File: config.mk
export PLATFORM = sky130hd
export DESIGN_NAME = cobs_frame_receiver
export DESIGN_NICKNAME = d
export VERILOG_FILES = /design/src/hdl/cfr_pkg.sv /design/src/hdl/cobs_frame_receiver.sv /design/src/hdl/cfr_front.sv /design/src/hdl/cfr_queue.sv /design/src/hdl/cfr_back.sv
export SDC_FILE = /design/constraint.sdc
export NUM_CORES = 1
export LEC_CHECK = 0
export BUFFER_PORTS_ARGS = -buffer_cell sky130_fd_sc_hd__clkbuf_2
export CORE_ASPECT_RATIO = 0.5
export CORE_MARGIN = 1
export CORE_UTILIZATION = 30
export CTS_CLUSTER_SIZE = 14
export DETAILED_ROUTE_END_ITERATION = 6
export PLACE_DENSITY = 0.56
export SYNTH_ARGS = -nofsm -noshare
export SYNTH_HDL_FRONTEND = slang
export SYNTH_SLANG_ARGS = --single-unit
File: constraint.sdc
create_clock -name clock -period 3.3 [get_ports clock]
set_input_delay 0 -clock clock [delete_from_list [all_inputs] [get_ports clock]]
set_output_delay 0 -clock clock [all_outputs]
set_load 0.02 [all_outputs]
File: src/hdl/cfr_pkg.sv
// shared types and constants for the cobs frame receiver
`default_nettype none

package cfr_pkg;

   localparam int unsigned BYTE_W          = 8;
   localparam int unsigned LEN_W           = 7;
   localparam int unsigned STATUS_W        = 2;
   localparam int unsigned MAX_ENCODED_DEF = 128;
   localparam int unsigned QUEUE_DEPTH     = 2;

   localparam logic [BYTE_W-1:0] FULL_CODE        = 8'hFF;
   localparam logic [LEN_W-1:0]  COUNT_MAX        = 7'd127;
   localparam logic [LEN_W-1:0]  MIN_LENGTH_RESET = 7'd7;

   typedef enum logic [STATUS_W-1:0] {
      STATUS_OK      = 2'd0,
      STATUS_FRAMING = 2'd1,
      STATUS_SHORT   = 2'd2
   } status_type;

   typedef enum logic {
      CMD_DATA = 1'b0,
      CMD_END  = 1'b1
   } cmd_kind_type;

   // one command from the front to the back
   typedef struct packed {
      cmd_kind_type      kind;
      logic [BYTE_W-1:0] data;
      logic              framing;
   } cmd_type;

endpackage

`default_nettype wire

File: src/hdl/cobs_frame_receiver.sv
// top level of the cobs frame receiver
// Streaming COBS decoder. One line byte beat is taken per clock; a zero byte
// ends the frame. Each decoded data byte comes out as its own result beat,
// and a frame that took at least one non-zero byte ends with one status beat
// (rsp_is_end high) giving ok, framing error (last block cut short) or too
// short (fewer decoded bytes than the min length register), plus the decoded
// length, which saturates at 127. The implied zero of a short block is held
// until the next code byte arrives, so the trailing implied zero never shows.
// Non-zero bytes past MAX_ENCODED in one frame are dropped. Rate is one byte
// per cycle sustained; a result's valid rises once its command is in the
// output register (the command is written into the queue at the accepting
// edge and moves on into the output register once that is free). The front
// stalls only when the two-entry command queue is full, which happens only
// while the consumer holds rsp_stall. The min length register resets to 7
// and is written through csr_write_enable / csr_write_data.
`default_nettype none

module cobs_frame_receiver #(
   parameter int unsigned MAX_ENCODED = cfr_pkg::MAX_ENCODED_DEF
) (
   input  wire logic                         clock,
   input  wire logic                         reset,
   // line byte input
   input  wire logic                         req_valid,
   output logic                              req_stall,
   input  wire logic [cfr_pkg::BYTE_W-1:0]   req_in_byte,
   // decoded result output
   output logic                              rsp_valid,
   input  wire logic                         rsp_stall,
   output logic [cfr_pkg::BYTE_W-1:0]        rsp_out_byte,
   output logic                              rsp_is_end,
   output logic [cfr_pkg::STATUS_W-1:0]      rsp_status,
   output logic [cfr_pkg::LEN_W-1:0]         rsp_frame_length,
   // min frame length register
   input  wire logic                         csr_write_enable,
   input  wire logic [cfr_pkg::LEN_W-1:0]    csr_write_data
);
   import cfr_pkg::*;

   logic    accept;
   logic    push;
   cmd_type push_cmd;
   logic    queue_full;
   logic    pop;
   logic    head_valid;
   cmd_type head_cmd;

   // a beat is taken whenever the queue has a free slot
   assign req_stall = queue_full;
   assign accept    = req_valid && !queue_full;

   // block tracking: code bytes, data bytes, held-back zeros, capacity
   cfr_front #(
      .MAX_ENCODED(MAX_ENCODED)
   ) u_front (
      .clock   (clock),
      .reset   (reset),
      .accept  (accept),
      .in_byte (req_in_byte),
      .push    (push),
      .cmd     (push_cmd)
   );

   // decouples byte intake from result delivery
   cfr_queue u_queue (
      .clock      (clock),
      .reset      (reset),
      .push       (push),
      .push_cmd   (push_cmd),
      .full       (queue_full),
      .pop        (pop),
      .head_valid (head_valid),
      .head_cmd   (head_cmd)
   );

   // length count, status grading and output register
   cfr_back u_back (
      .clock            (clock),
      .reset            (reset),
      .csr_write_enable (csr_write_enable),
      .csr_write_data   (csr_write_data),
      .head_valid       (head_valid),
      .head_cmd         (head_cmd),
      .pop              (pop),
      .rsp_valid        (rsp_valid),
      .rsp_stall        (rsp_stall),
      .rsp_out_byte     (rsp_out_byte),
      .rsp_is_end       (rsp_is_end),
      .rsp_status       (rsp_status),
      .rsp_frame_length (rsp_frame_length)
   );

endmodule

`default_nettype wire

File: src/hdl/cfr_front.sv
// front end: accepts line bytes, tracks cobs blocks and issues commands
`default_nettype none

module cfr_front #(
   parameter int unsigned MAX_ENCODED = cfr_pkg::MAX_ENCODED_DEF
) (
   input  wire logic                       clock,
   input  wire logic                       reset,
   input  wire logic                       accept,
   input  wire logic [cfr_pkg::BYTE_W-1:0] in_byte,
   output logic                            push,
   output cfr_pkg::cmd_type                cmd
);
   import cfr_pkg::*;

   localparam int unsigned ENC_W = $clog2(MAX_ENCODED + 1);
   localparam logic [ENC_W-1:0] ENC_LIMIT = ENC_W'(MAX_ENCODED);

   logic [ENC_W-1:0]  enc_count_ff, enc_count_in;
   logic [BYTE_W-1:0] remaining_ff, remaining_in;
   logic              full_block_ff, full_block_in;
   logic              zero_pending_ff, zero_pending_in;
   logic [BYTE_W-1:0] remaining_dec;

   assign remaining_dec = remaining_ff - BYTE_W'(1);

   always_comb begin
      enc_count_in    = enc_count_ff;
      remaining_in    = remaining_ff;
      full_block_in   = full_block_ff;
      zero_pending_in = zero_pending_ff;
      push            = 1'b0;
      cmd.kind        = CMD_DATA;
      cmd.data        = in_byte;
      cmd.framing     = 1'b0;
      if (accept) begin
         if (in_byte == '0) begin
            // delimiter: close the frame if anything was taken
            push            = (enc_count_ff != '0);
            cmd.kind        = CMD_END;
            cmd.data        = '0;
            cmd.framing     = (remaining_ff != '0);
            enc_count_in    = '0;
            remaining_in    = '0;
            full_block_in   = 1'b0;
            zero_pending_in = 1'b0;
         end else if (enc_count_ff < ENC_LIMIT) begin
            enc_count_in = enc_count_ff + ENC_W'(1);
            if (remaining_ff == '0) begin
               // code byte releases the held-back zero
               push            = zero_pending_ff;
               cmd.data        = '0;
               full_block_in   = (in_byte == FULL_CODE);
               remaining_in    = in_byte - BYTE_W'(1);
               zero_pending_in = (in_byte == BYTE_W'(1));
            end else begin
               push         = 1'b1;
               remaining_in = remaining_dec;
               if (remaining_dec == '0 && !full_block_ff) begin
                  zero_pending_in = 1'b1;
               end
            end
         end
      end
   end

   always_ff @(posedge clock) begin
      if (reset) begin
         enc_count_ff    <= '0;
         remaining_ff    <= '0;
         full_block_ff   <= 1'b0;
         zero_pending_ff <= 1'b0;
      end else begin
         enc_count_ff    <= enc_count_in;
         remaining_ff    <= remaining_in;
         full_block_ff   <= full_block_in;
         zero_pending_ff <= zero_pending_in;
      end
   end

endmodule

`default_nettype wire

File: src/hdl/cfr_queue.sv
// short command queue between front and back
`default_nettype none

module cfr_queue (
   input  wire logic       clock,
   input  wire logic       reset,
   input  wire logic       push,
   input  wire cfr_pkg::cmd_type push_cmd,
   output logic            full,
   input  wire logic       pop,
   output logic            head_valid,
   output cfr_pkg::cmd_type head_cmd
);
   import cfr_pkg::*;

   localparam int unsigned PTR_W = $clog2(QUEUE_DEPTH);
   localparam int unsigned CNT_W = $clog2(QUEUE_DEPTH + 1);

   cmd_type          entry_ff [QUEUE_DEPTH];
   logic [PTR_W-1:0] wr_ptr_ff, wr_ptr_in;
   logic [PTR_W-1:0] rd_ptr_ff, rd_ptr_in;
   logic [CNT_W-1:0] count_ff, count_in;
   logic             do_pop;

   assign full       = (count_ff == CNT_W'(QUEUE_DEPTH));
   assign head_valid = (count_ff != '0);
   assign head_cmd   = entry_ff[rd_ptr_ff];
   assign do_pop     = pop && head_valid;

   always_comb begin
      wr_ptr_in = push   ? wr_ptr_ff + PTR_W'(1) : wr_ptr_ff;
      rd_ptr_in = do_pop ? rd_ptr_ff + PTR_W'(1) : rd_ptr_ff;
      count_in  = count_ff;
      if (push && !do_pop) begin
         count_in = count_ff + CNT_W'(1);
      end else if (do_pop && !push) begin
         count_in = count_ff - CNT_W'(1);
      end
   end

   always_ff @(posedge clock) begin
      if (push) begin
         entry_ff[wr_ptr_ff] <= push_cmd;
      end
   end

   always_ff @(posedge clock) begin
      if (reset) begin
         wr_ptr_ff <= '0;
         rd_ptr_ff <= '0;
         count_ff  <= '0;
      end else begin
         wr_ptr_ff <= wr_ptr_in;
         rd_ptr_ff <= rd_ptr_in;
         count_ff  <= count_in;
      end
   end

endmodule

`default_nettype wire

File: src/hdl/cfr_back.sv
// back end: counts decoded bytes, grades frames, holds the result register
`default_nettype none

module cfr_back (
   input  wire logic                         clock,
   input  wire logic                         reset,
   input  wire logic                         csr_write_enable,
   input  wire logic [cfr_pkg::LEN_W-1:0]    csr_write_data,
   input  wire logic                         head_valid,
   input  wire cfr_pkg::cmd_type             head_cmd,
   output logic                              pop,
   output logic                              rsp_valid,
   input  wire logic                         rsp_stall,
   output logic [cfr_pkg::BYTE_W-1:0]        rsp_out_byte,
   output logic                              rsp_is_end,
   output logic [cfr_pkg::STATUS_W-1:0]      rsp_status,
   output logic [cfr_pkg::LEN_W-1:0]         rsp_frame_length
);
   import cfr_pkg::*;

   logic [LEN_W-1:0]  min_len_ff;
   logic [LEN_W-1:0]  decoded_ff, decoded_in;
   logic              valid_ff, valid_in;
   logic [BYTE_W-1:0] byte_ff, byte_in;
   logic              end_ff, end_in;
   status_type        status_ff, status_in;
   logic [LEN_W-1:0]  length_ff, length_in;

   assign pop = head_valid && (!valid_ff || !rsp_stall);

   always_comb begin
      decoded_in = decoded_ff;
      valid_in   = valid_ff && rsp_stall;
      byte_in    = byte_ff;
      end_in     = end_ff;
      status_in  = status_ff;
      length_in  = length_ff;
      if (pop) begin
         valid_in = 1'b1;
         if (head_cmd.kind == CMD_END) begin
            byte_in   = '0;
            end_in    = 1'b1;
            length_in = decoded_ff;
            if (head_cmd.framing) begin
               status_in = STATUS_FRAMING;
            end else if (decoded_ff < min_len_ff) begin
               status_in = STATUS_SHORT;
            end else begin
               status_in = STATUS_OK;
            end
            decoded_in = '0;
         end else begin
            byte_in   = head_cmd.data;
            end_in    = 1'b0;
            status_in = STATUS_OK;
            length_in = '0;
            if (decoded_ff != COUNT_MAX) begin
               decoded_in = decoded_ff + LEN_W'(1);
            end
         end
      end
   end

   always_ff @(posedge clock) begin
      if (reset) begin
         min_len_ff <= MIN_LENGTH_RESET;
         decoded_ff <= '0;
         valid_ff   <= 1'b0;
      end else begin
         if (csr_write_enable) begin
            min_len_ff <= csr_write_data;
         end
         decoded_ff <= decoded_in;
         valid_ff   <= valid_in;
      end
   end

   always_ff @(posedge clock) begin
      byte_ff   <= byte_in;
      end_ff    <= end_in;
      status_ff <= status_in;
      length_ff <= length_in;
   end

   assign rsp_valid        = valid_ff;
   assign rsp_out_byte     = byte_ff;
   assign rsp_is_end       = end_ff;
   assign rsp_status       = status_ff;
   assign rsp_frame_length = length_ff;

endmodule

`default_nettype wire

Word-level counts from Yosys, hierarchy flattened
Memory sizes are Yosys's and may differ from the RTL's. A register that Yosys moved wholly into a read port is not among the register bits.
Cells that the tools add are included.

cells by class
  $lt $le $gt $ge = 2
  mux-type cells = 34
  reductions and logical operators = 30
  equality and inequality tests = 4
  $add $sub $neg = 8
  bitwise logic cells = 1

operators by type and width
  cell                                                                 number
  8-bit two-way mux                                                    8
  8-bit zero test                                                      3
  1-bit two-way mux                                                    20
  8-bit nonzero test                                                   2
  8-bit by 1-bit subtractor with 8-bit output (second input constant)  2
  7-bit two-way mux                                                    2
  10-bit two-way mux                                                   1
  2-bit nonzero test                                                   5
  8-bit by 1-bit adder with 8-bit output (second input constant)       1
  8-bit by 1-bit == test with 1-bit output (second input constant)     1
  8-bit == test (second input constant)                                1
  8-bit < comparator (second input constant)                           1
  7-bit by 1-bit adder with 7-bit output (second input constant)       1
  1-bit logical AND                                                    7
  7-bit < comparator                                                   1
  7-bit != test (second input constant)                                1
  1-bit zero test                                                      6
  2-bit two-way mux                                                    3
  3-bit AND reduction                                                  2
  2-bit AND reduction                                                  2
  3-bit nonzero test                                                   1
  1-bit adder (second input constant)                                  2
  2-bit by 1-bit adder with 2-bit output (second input constant)       1
  2-bit == test (second input constant)                                1
  4 further kinds                                                      4

word-level totals
  input port bits = 20
  memories kept = 1
  bits in registers = 55
  logic and storage cells = 95
  memory bits (writable) = 20
  output and inout port bits = 20

memories
  memory            depth  width  rd ports  clocked after memory_dff  write ports  line             text
  u_queue.entry_ff  2      10     1         1                         1            cfr_queue.sv:19  cmd_type entry_ff [QUEUE_DEPTH];

Logic depth before layout (Yosys ltp)
Gate-level depths: netlist (run 1).

  depth after elaboration = 9
  mapped depth = 11
  gate-level depth less buffers = 10

Cells and area by module
From an unflattened synthesis (run 1), not the netlist that was laid out.

second synthesis, totals
  cells, all modules = 338
  area, all modules = 3683.5 µm²

modules (own cells, without submodules)
  module               seq. area each (µm²)  area an instance (µm²)  cells each  times used
  cfr_back             840.8                 1451.4                  125         1
  cfr_front            360.3                 1288.7                  159         1
  cfr_queue            700.7                 929.6                   53          1
  cobs_frame_receiver  0.0                   13.8                    1           1

Least setup slack after synthesis (run 1)
OpenSTA, ideal clock, no wires.

  path type = reg2reg
  start = register u_front.remaining_ff[2]
  end = register u_queue.count_ff[1]
  path slack = 0.777 ns
  path buffers = 1
  arrival = 2.452 ns
  required time = 3.230 ns
  clock period less this slack = 2.523 ns
  cell stages (with the launch flop) = 9
  setup time = 0.070 ns
  path through = dfxtp_1 -> or4_4 -> or3_1 -> buf_6 -> o31ai_4 -> nor2_2 -> ha_1 -> or3_1 -> a21oi_1

between the ends
  longest elaborated chain between the ends = 8
  elaborated cells between the ends (all ways) = 10
  those cells by class = mux: 5; reduce/logical: 5

ends and longest elaborated chain
  item                                 line                       text
  start, declared                      cfr_front.sv:20            logic [BYTE_W-1:0] remaining_ff, remaining_in;
  start signal, assigned               cfr_front.sv:75            remaining_ff <= remaining_in;
  8-bit zero test *                    cfr_front.sv:49            if (remaining_ff == '0) begin
  1-bit two-way mux *                  cfr_front.sv:49
  1-bit two-way mux *                  cfr_front.sv:47            end else if (enc_count_ff < ENC_LIMIT) begin
  1-bit two-way mux *                  cfr_front.sv:37            if (in_byte == '0) begin
  1-bit two-way mux *                  cfr_front.sv:36            if (accept) begin
  named net push                       cobs_frame_receiver.sv:41  logic push;
  1-bit zero test                      cfr_queue.sv:36            end else if (do_pop && !push) begin
  1-bit logical AND                    cfr_queue.sv:36
  2-bit nonzero test (no source line)  -
  end signal, assigned                 cfr_queue.sv:55            count_ff <= count_in;
  end, declared                        cfr_queue.sv:22            logic [CNT_W-1:0] count_ff, count_in;

Mark *: on every way through the listed nets, which the timed path passes. The rest lies on a longest branch.
A chain may end at the register's enable or synchronous reset.

Worst setup path after layout (run 1)
Ends and elaborated chain as after synthesis.

==> results of run 1 <==
## layout make-up
class / count / area share (%)
clock buffer: 12 / 5.96
clock inverter: 4 / 1.10
inverter: 16 / 1.39
multi-input combinational: 232 / 36.4
sequential: 76 / 44.0
tap: 159 / 4.60
timing repair buffer: 48 / 6.54
## synth_stat cells, types with 3 or more instances
cell / n / area (sq um)
nor2_1: 41 / 154
dfxtp_1: 38 / 761
edfxtp_1: 38 / 1140
nand2_1: 24 / 90.1
mux2i_1: 20 / 200
and2_1: 19 / 119
ha_1: 17 / 213
inv_1: 16 / 60.1
xor2_1: 15 / 131
a21oi_1: 10 / 50.1
nand4_1: 8 / 50.1
clkbuf_1: 7 / 26.3
nor4_1: 7 / 43.8
xnor2_1: 7 / 61.3
nor3_1: 6 / 30.0
o21ai_0: 6 / 30.0
o211ai_1: 5 / 37.5
nand2b_1: 4 / 25.0
nand3_1: 4 / 20.0
a21o_1: 3 / 22.5
a32o_1: 3 / 30.0
nor3b_1: 3 / 22.5
or3_1: 3 / 18.8
## final timing paths
| path | from | endpoint | slack, ns | depth (start not counted) |
|---|---|---|---|---|
| setup / recovery | u_front.remaining_ff[2] | u_queue.count_ff[1] | 0.54 | 7 |
| hold reg to reg | u_front.full_block_ff | u_front.full_block_ff | 0.46 | 2 |
| setup reg to reg | u_front.remaining_ff[2] | u_queue.count_ff[1] | 0.54 | 7 |
| hold / removal | req_in_byte[5] | u_front.full_block_ff | 0.06 | 4 |
## timing repair
item | CTS | global route
hold buffers | 8 | 0
setup endpoints to repair | 0 | 0
endpoints found under the hold margin | 8 | 0
## flip-flops by register name, indices dropped and copies added, names as in the netlist, named ones only
signal	flops
u_queue.entry_ff	20
u_back.rsp_out_byte	8
u_front.enc_count_ff	8
u_front.remaining_ff	8
u_back.decoded_ff	7
u_back.min_len_ff	7
u_back.rsp_frame_length	7
u_back.rsp_status	2
u_queue.count_ff	2
u_back.rsp_is_end	1
u_back.rsp_valid	1
u_front.full_block_ff	1
u_front.zero_pending_ff	1
u_queue.rd_ptr_ff	1
u_queue.wr_ptr_ff	1
## cell families after synthesis
| logic type | count (synthesis) |
|---|---|
| AOI/OAI and AO/OA | 43 |
| xor gates and xnor gates | 22 |
| adders and majority gates | 17 |
| buffers and inverters | 27 |
| DFF | 76 |
| muxes | 20 |
| and+or+nand+nor | 130 |
## tightest hold or removal path, cell delays in order
cell and delay (ns):
clkbuf_2 0.12, nand3_1 0.07, or3_1 0.10, a21oi_1 0.06
## stage by stage
step	hold slack, ns	power, mW
floorplan	0.128	2.52
detailed placement	0.225	2.85
global route	0.0698	4.08
CTS	0.0452	3.87
finish	0.0604	3.82
global placement	0.227	2.84
## power groups by stage
stage                     Combinational [mW]  Clock [mW]  Sequential, mW
after floorplan                        0.916           0            1.60
after global placement                  1.32           0            1.52
after detailed placement                1.32           0            1.53
after CTS                               1.33        1.03            1.51
after global routing                    1.48        1.06            1.54
final                                   1.32       0.994            1.50
## routing by layer
metal / global-route usage (%) / vias to the layer above
li1: - / 1298
met5: 0 / -
met2: 19.6 / 36
met3: 5.13 / 7
met4: 3.24 / 0
met1: 15.1 / 1162
==> key figures, run 1 <==
Synth
  • Synth Area in XOR/XNOR: under 10%
  • Post-synth cell types: 48
  • Synth Register Bits: 76
  • Mux contribution to synthesized area: between 5 and 6%
  • Synth Flop Type: edfxtp_1
  • Synthesized cell area: around 3600 sq um
  • Seq/Total Area, Yosys: between 50 and 60%
  • Avg Cell Area, Syn: about 11 sq um
  • Compound-Gate Fraction of Synth Area: between 8 and 9%
  • Synth Instances: 335
  • Simple-gate share of the synthesized area: 18.4%
  • Post-synth ARST share: 0%
  • Largest family of logic cells by synthesized area: simple AND/OR/NAND/NOR gates
  • Syn_nets: 372
  • Yosys warns: 0
  • Post-synth EDFFs: 38
  • Area share of fa/ha/maj cells after synthesis: a little under 6%

CTS
  • CTS tree: yes
  • CTS Buf Count: 9
  • Clock Sinks: 76
  • CTS max path bufs: 2
  • Post-CTS Setup Bufs: 0
  • CTS root buffer: clkbuf_16
  • Post-CTS sizing: 0
  • H-tree Lvls: 3
  • Clock-pin transition on the worst setup and hold timing paths: ~0.06 ns
  • Worst-Skew Late Latency: roughly 0.34 ns

Place
  • Hpwl dp: approximately 5000 um
  • Post-DP Area: just under 4000 sq um
  • Placed Cells: approximately 520
  • Setup slack at placement: roughly 0.55 ns
  • GP Congestion: slightly below 0.8
  • Port Buf Inserts: 39

Power and ir drop
  • Int Pwr: 2.48 mW
  • P per Cell Area: between 800 and 900 nW/um^2
  • Sw Ratio: 35.0%
  • P_sw: about 1.3 mW
  • Leak Pwr: 1.74 nW
  • VDD IR max: 0.000298 V
  • Share of power burned in registers: between 30% and 40%
  • Clock power frac: between 20% and 30%
  • Logic pwr share: roughly a third

Setup path
  • Crit path required time: around 3.6 ns
  • Crit-path max cell delay: around 0.57 ns
  • CP most frequent cell: or3_1
  • Maximum fanout along the worst path: 10
  • Crit path buffers/inverters: 0
  • Crit end category: register
  • Cell family with most CP delay: simple AND/OR/NAND/NOR gates
  • CP Class: register to register
  • Slowest CP cell: or4_4
  • CP arrival: about 3.0 ns
  • Setup crit start kind: register
  • Crit path cell chain: or4_4 -> or3_1 -> o31ai_4 -> nor2_2 -> ha_1 -> or3_1 -> a21oi_1

STA
  • Final setup TNS: 0 ns
  • Period utilisation layout: between 80% and 90%
  • Endpoints failing hold: 0
  • Slew @ Worst Pin: roughly 1 ns
  • Slew Limit Fails: 0
  • Slew margin rel.: 32.5%
  • Fmax: around 0.36 GHz
  • RSZ-0062 raised after global routing: false
  • Fin Clk Skew: between 0.005 and 0.006 ns
  • Count of final setup violators: 0
  • Tmin final: 2.76 ns
  • Final setup margin: about 0.54 ns

Layout
  • Multi-input logic area: around 1600 sq um
  • Share of post-route cells with drive strength above 1: between 10% and 20%
  • Cell Count, Final, Fillers Out: between 500 and 600
  • Layout Nets: 420
  • N_diodes: 0
  • Leading cell type in the layout, fill and taps excluded: nor2_1
  • # fillers: between 1000 and 1500
  • Area grow syn2layout: 20.5%
  • Fin area: ~4300 sq um
  • Most frequent cells in the layout: nor2_1, clkbuf_2, dfxtp_1, edfxtp_1, nand2_1
  • Seq. cell area: about 1900 sq um
  • Post-layout util: between 30% and 40%

Routing
  • Via/cell ratio: around 4.6
  • Drt total wl: about 6900 um
  • Metal3 WL: around 280 um
  • Routed length per instance: about 13 um
  • Routed length on met2: between 3000 and 4000 um
  • DRC: 0
  • Via count: around 2500
  • DRT iter0 DRCs: 83
  • Routed Antenna Nets: 0
  • Top Layer Used: met4
  • Metal-1 WL: around 3400 um
  • DRT Pass-1 Iters: 4

Die
  • Die H: roughly 79 um
  • Die W: ~160 um
  • Row cnt: 27
  • Starting Density: around a third
  • Core area: between 10000 and 15000 sq um
  • # IOs: 40
  • Die area: 12400 sq um

Global routing
  • Grt total ovfl: 0
  • Gr usage total: between 10% and 20%
  • Number of global-route vias before repair: ~2300
  • Initial antenna violation count: 0
  • First-pass GRT wire length: between 10000 and 15000 um
  • Largest net degree at the start of global routing: 23

Hold path
  • HP Class: primary input to register

Run
  • Max Cap Viol: 0

Outcome
  • Status: finished clean
No activity file was read; power rests on OpenSTA's default activity.
==> run 2: changes to the inputs <==
--- a/config.mk
+++ b/config.mk
@@ -5,6 +5,7 @@
 export SDC_FILE = /design/constraint.sdc
 export NUM_CORES = 1
 export LEC_CHECK = 0
+export ABC_AREA = 1
 export BUFFER_PORTS_ARGS = -buffer_cell sky130_fd_sc_hd__clkbuf_2
 export CORE_ASPECT_RATIO = 0.5
 export CORE_MARGIN = 1
==> constraint.sdc (replaced) <==
create_clock -name clock -period 2.6 [get_ports clock]
set_input_delay 0 -clock clock [delete_from_list [all_inputs] [get_ports clock]]
set_output_delay 0 -clock clock [all_outputs]
set_load 0.02 [all_outputs]
==> key figures, run 2 <==
Global routing
  • Initial antenna violation count: 0
  • Number of global-route vias before repair: between 2000 and 3000
  • Grt total ovfl: 0
  • Gr usage total: between 10% and 20%
  • Largest net degree at the start of global routing: 20
  • First-pass GRT wire length: between 10000 and 15000 um

Synth
  • Synth Register Bits: 76
  • Post-synth ARST share: 0%
  • Count leader, synth: nand2_1
  • Avg Cell Area, Syn: between 8 and 9 sq um
  • Yosys warns: 0
  • Post-synth cell types: 35
  • Post-synth top area share: a little under a third
  • Seq/Total Area, Yosys: roughly half
  • Top cells by count, synth: nand2_1, inv_1, nor2_1, dfxtp_1, edfxtp_1
  • Post-synth EDFFs: 38
  • Synthesized cell area: around 3800 sq um
  • Synth Flop Type: edfxtp_1
  • Syn_nets: between 400 and 500
  • Top cells by area, synth: edfxtp_1, dfxtp_1, nand2_1
  • Synth Instances: 450
  • Cell taking the most area after synthesis: edfxtp_1

Power and ir drop
  • Leak Pwr: 2.04 nW
  • VDD IR max: roughly 0.00045 V
  • P per Cell Area: 1070 nW/um^2

STA
  • Endpoints failing hold: 0
  • Fin Clk Skew: roughly 0.0056 ns
  • Slew @ Worst Pin: a little over 0.5 ns
  • Slew margin rel.: roughly two thirds
  • Tmin final: approximately 2.1 ns
  • Final setup margin: 0.510 ns
  • RSZ-0062 raised after global routing: false
  • Count of final setup violators: 0
  • Slew Limit Fails: 0
  • Period utilisation layout: roughly four fifths
  • Final setup TNS: 0 ns
  • Fmax: approximately 0.48 GHz

Layout
  • Cell Count, Final, Fillers Out: between 600 and 700
  • Fin area: 4590 sq um
  • Biggest register: u_queue.entry_ff
  • N_diodes: 0
  • Flip-flop count of the largest register after layout: 20
  • # fillers: around 1200
  • Share of post-route cells with drive strength above 1: between 15 and 20%
  • Area grow syn2layout: 22.3%
  • Leading cell type in the layout, fill and taps excluded: nand2_1
  • Layout Nets: between 500 and 600
  • Most frequent cells in the layout: nand2_1, inv_1, nor2_1

CTS
  • CTS tree: yes
  • CTS Buf Count: 9
  • CTS root buffer: clkbuf_16
  • Worst-Skew Late Latency: approximately 0.34 ns
  • Clock Sinks: 76
  • H-tree Lvls: 3
  • Clock-pin transition on the worst setup and hold timing paths: ~0.06 ns
  • CTS max path bufs: 2

Die
  • Die W: 160 um
  • Die area: 13000 sq um
  • # IOs: 40
  • Core area: ~12000 sq um
  • Starting Density: 31.2%
  • Row cnt: 28
  • Die H: 81.1 um

Routing
  • Drt total wl: between 7000 and 8000 um
  • Via count: 2989
  • DRC: 0
  • Routed Antenna Nets: 0
  • Via/cell ratio: around 4.4
  • Routed length per instance: 11.1 um
  • DRT Pass-1 Iters: 4
  • DRT iter0 DRCs: about 140

Setup path
  • Crit path required time: between 2 and 3 ns
  • CP Class: register to register
  • Maximum fanout along the worst path: 6
  • Setup crit start kind: register
  • CP arrival: about 2.3 ns
  • Crit end category: register

Hold path
  • HP Class: primary input to register

Outcome
  • Status: finished clean

Place
  • GP Congestion: slightly below 0.8
  • Placed Cells: roughly 650
  • Post-DP Area: between 4000 and 5000 sq um
  • Hpwl dp: 5430 um
  • Port Buf Inserts: 39
  • Setup slack at placement: 0.539 ns

Run
  • Max Cap Viol: 0
==> run 2: cell count changes in the layout (fill, tap and decap cells not counted), moves of 11 or more <==
cell / previous run / this run
xor2_1: 15 / 4
mux2i_1: 20 / 1
inv_1: 16 / 65
nand2_1: 24 / 108
o21ai_0: 6 / 19
nand3_1: 4 / 21
and2_1: 19 / 1
a21oi_1: 10 / 36
==> run 2: routing by layer <==
layer	GRT usage, %	wire length, um	vias up
li1	-	-	1595
met2	20.7	3400	36
met4	3.81	73	0
met5	0	0	-
met3	3.58	226	8
met1	16.2	3910	1350
==> run 2: cell type report <==
class / instances / area (sq um) / share of cell area, %
Clock buffer: 9 / 225 / 4.91
Inverter: 66 / 248 / 5.40
Clock inverter: 7 / 56.3 / 1.23
Tap cell: 165 / 206 / 4.50
Sequential cell: 76 / 1900 / 41.4
Timing Repair Buffer: 61 / 395 / 8.62
Multi-Input combinational cell: 299 / 1560 / 33.9
==> run 2: repair_timing <==
item,in CTS,in global routing
endpoints found under the setup margin,0,0
hold endpoints to repair,9,0
buffers inserted,0,0
resized for setup,0,0
hold buffers,14,0
==> run 2: worst paths after layout <==
check / startpoint / endpoint / slack (ns) / depth (start not counted)
hold / removal: req_in_byte[6] / u_queue.entry_ff[0][7] / 0.06 / 3
hold reg to reg: u_queue.rd_ptr_ff / u_queue.rd_ptr_ff / 0.46 / 1
setup reg to reg: u_front.remaining_ff[0] / u_queue.count_ff[1] / 0.51 / 12
setup / recovery: u_front.remaining_ff[0] / u_queue.count_ff[1] / 0.51 / 12
==> run 2: kinds of logic (layout without fill, tap and decap cells) <==
logic type      count (synthesis)  in the layout  share of synthesized area (%)
simple gates                  211            211                           25.0
flops                          76             76                           50.7
buf+inv                        75            143                           7.84
xor+xnor                        5              5                           1.17
fa+ha+maj                      17             17                           5.67
compound gates                 65             65                           9.40
mux                             1              1                          0.267
==> run 2: power by group <==
| part | total, mW | switching (mW) | internal (mW) | leakage [nW] |
|---|---|---|---|---|
| logic | 1.91 | 1.28 | 0.634 | 1.22 |
| registers | 1.83 | 0.139 | 1.69 | 0.676 |
| clock network | 1.17 | 0.514 | 0.659 | 0.137 |
| total | 4.92 | 1.93 | 2.99 | 2.04 |
==> run 2: worst max-delay path, cell delays in order, from the launching register on <==
cell     delay (ns)
dfxtp_1        0.34
inv_1          0.16
ha_1           0.17
nand2_1        0.08
nor3_2         0.18
nand3_1        0.11
nand3_2        0.11
inv_1          0.05
ha_1           0.31
a21oi_1        0.14
o21ai_0        0.12
o21ai_0        0.16
a21oi_1        0.05
==> run 2: through the flow <==
stage                     power [mW]  utilization [%]  hold slack [ns]
final                           4.92             38.2           0.0649
after global routing            5.33             38.2           0.0882
after CTS                       4.98             38.2           0.0493
after detailed placement        3.77             34.7            0.223
after global placement          3.75             34.7            0.224
after floorplan                 3.23                -            0.111
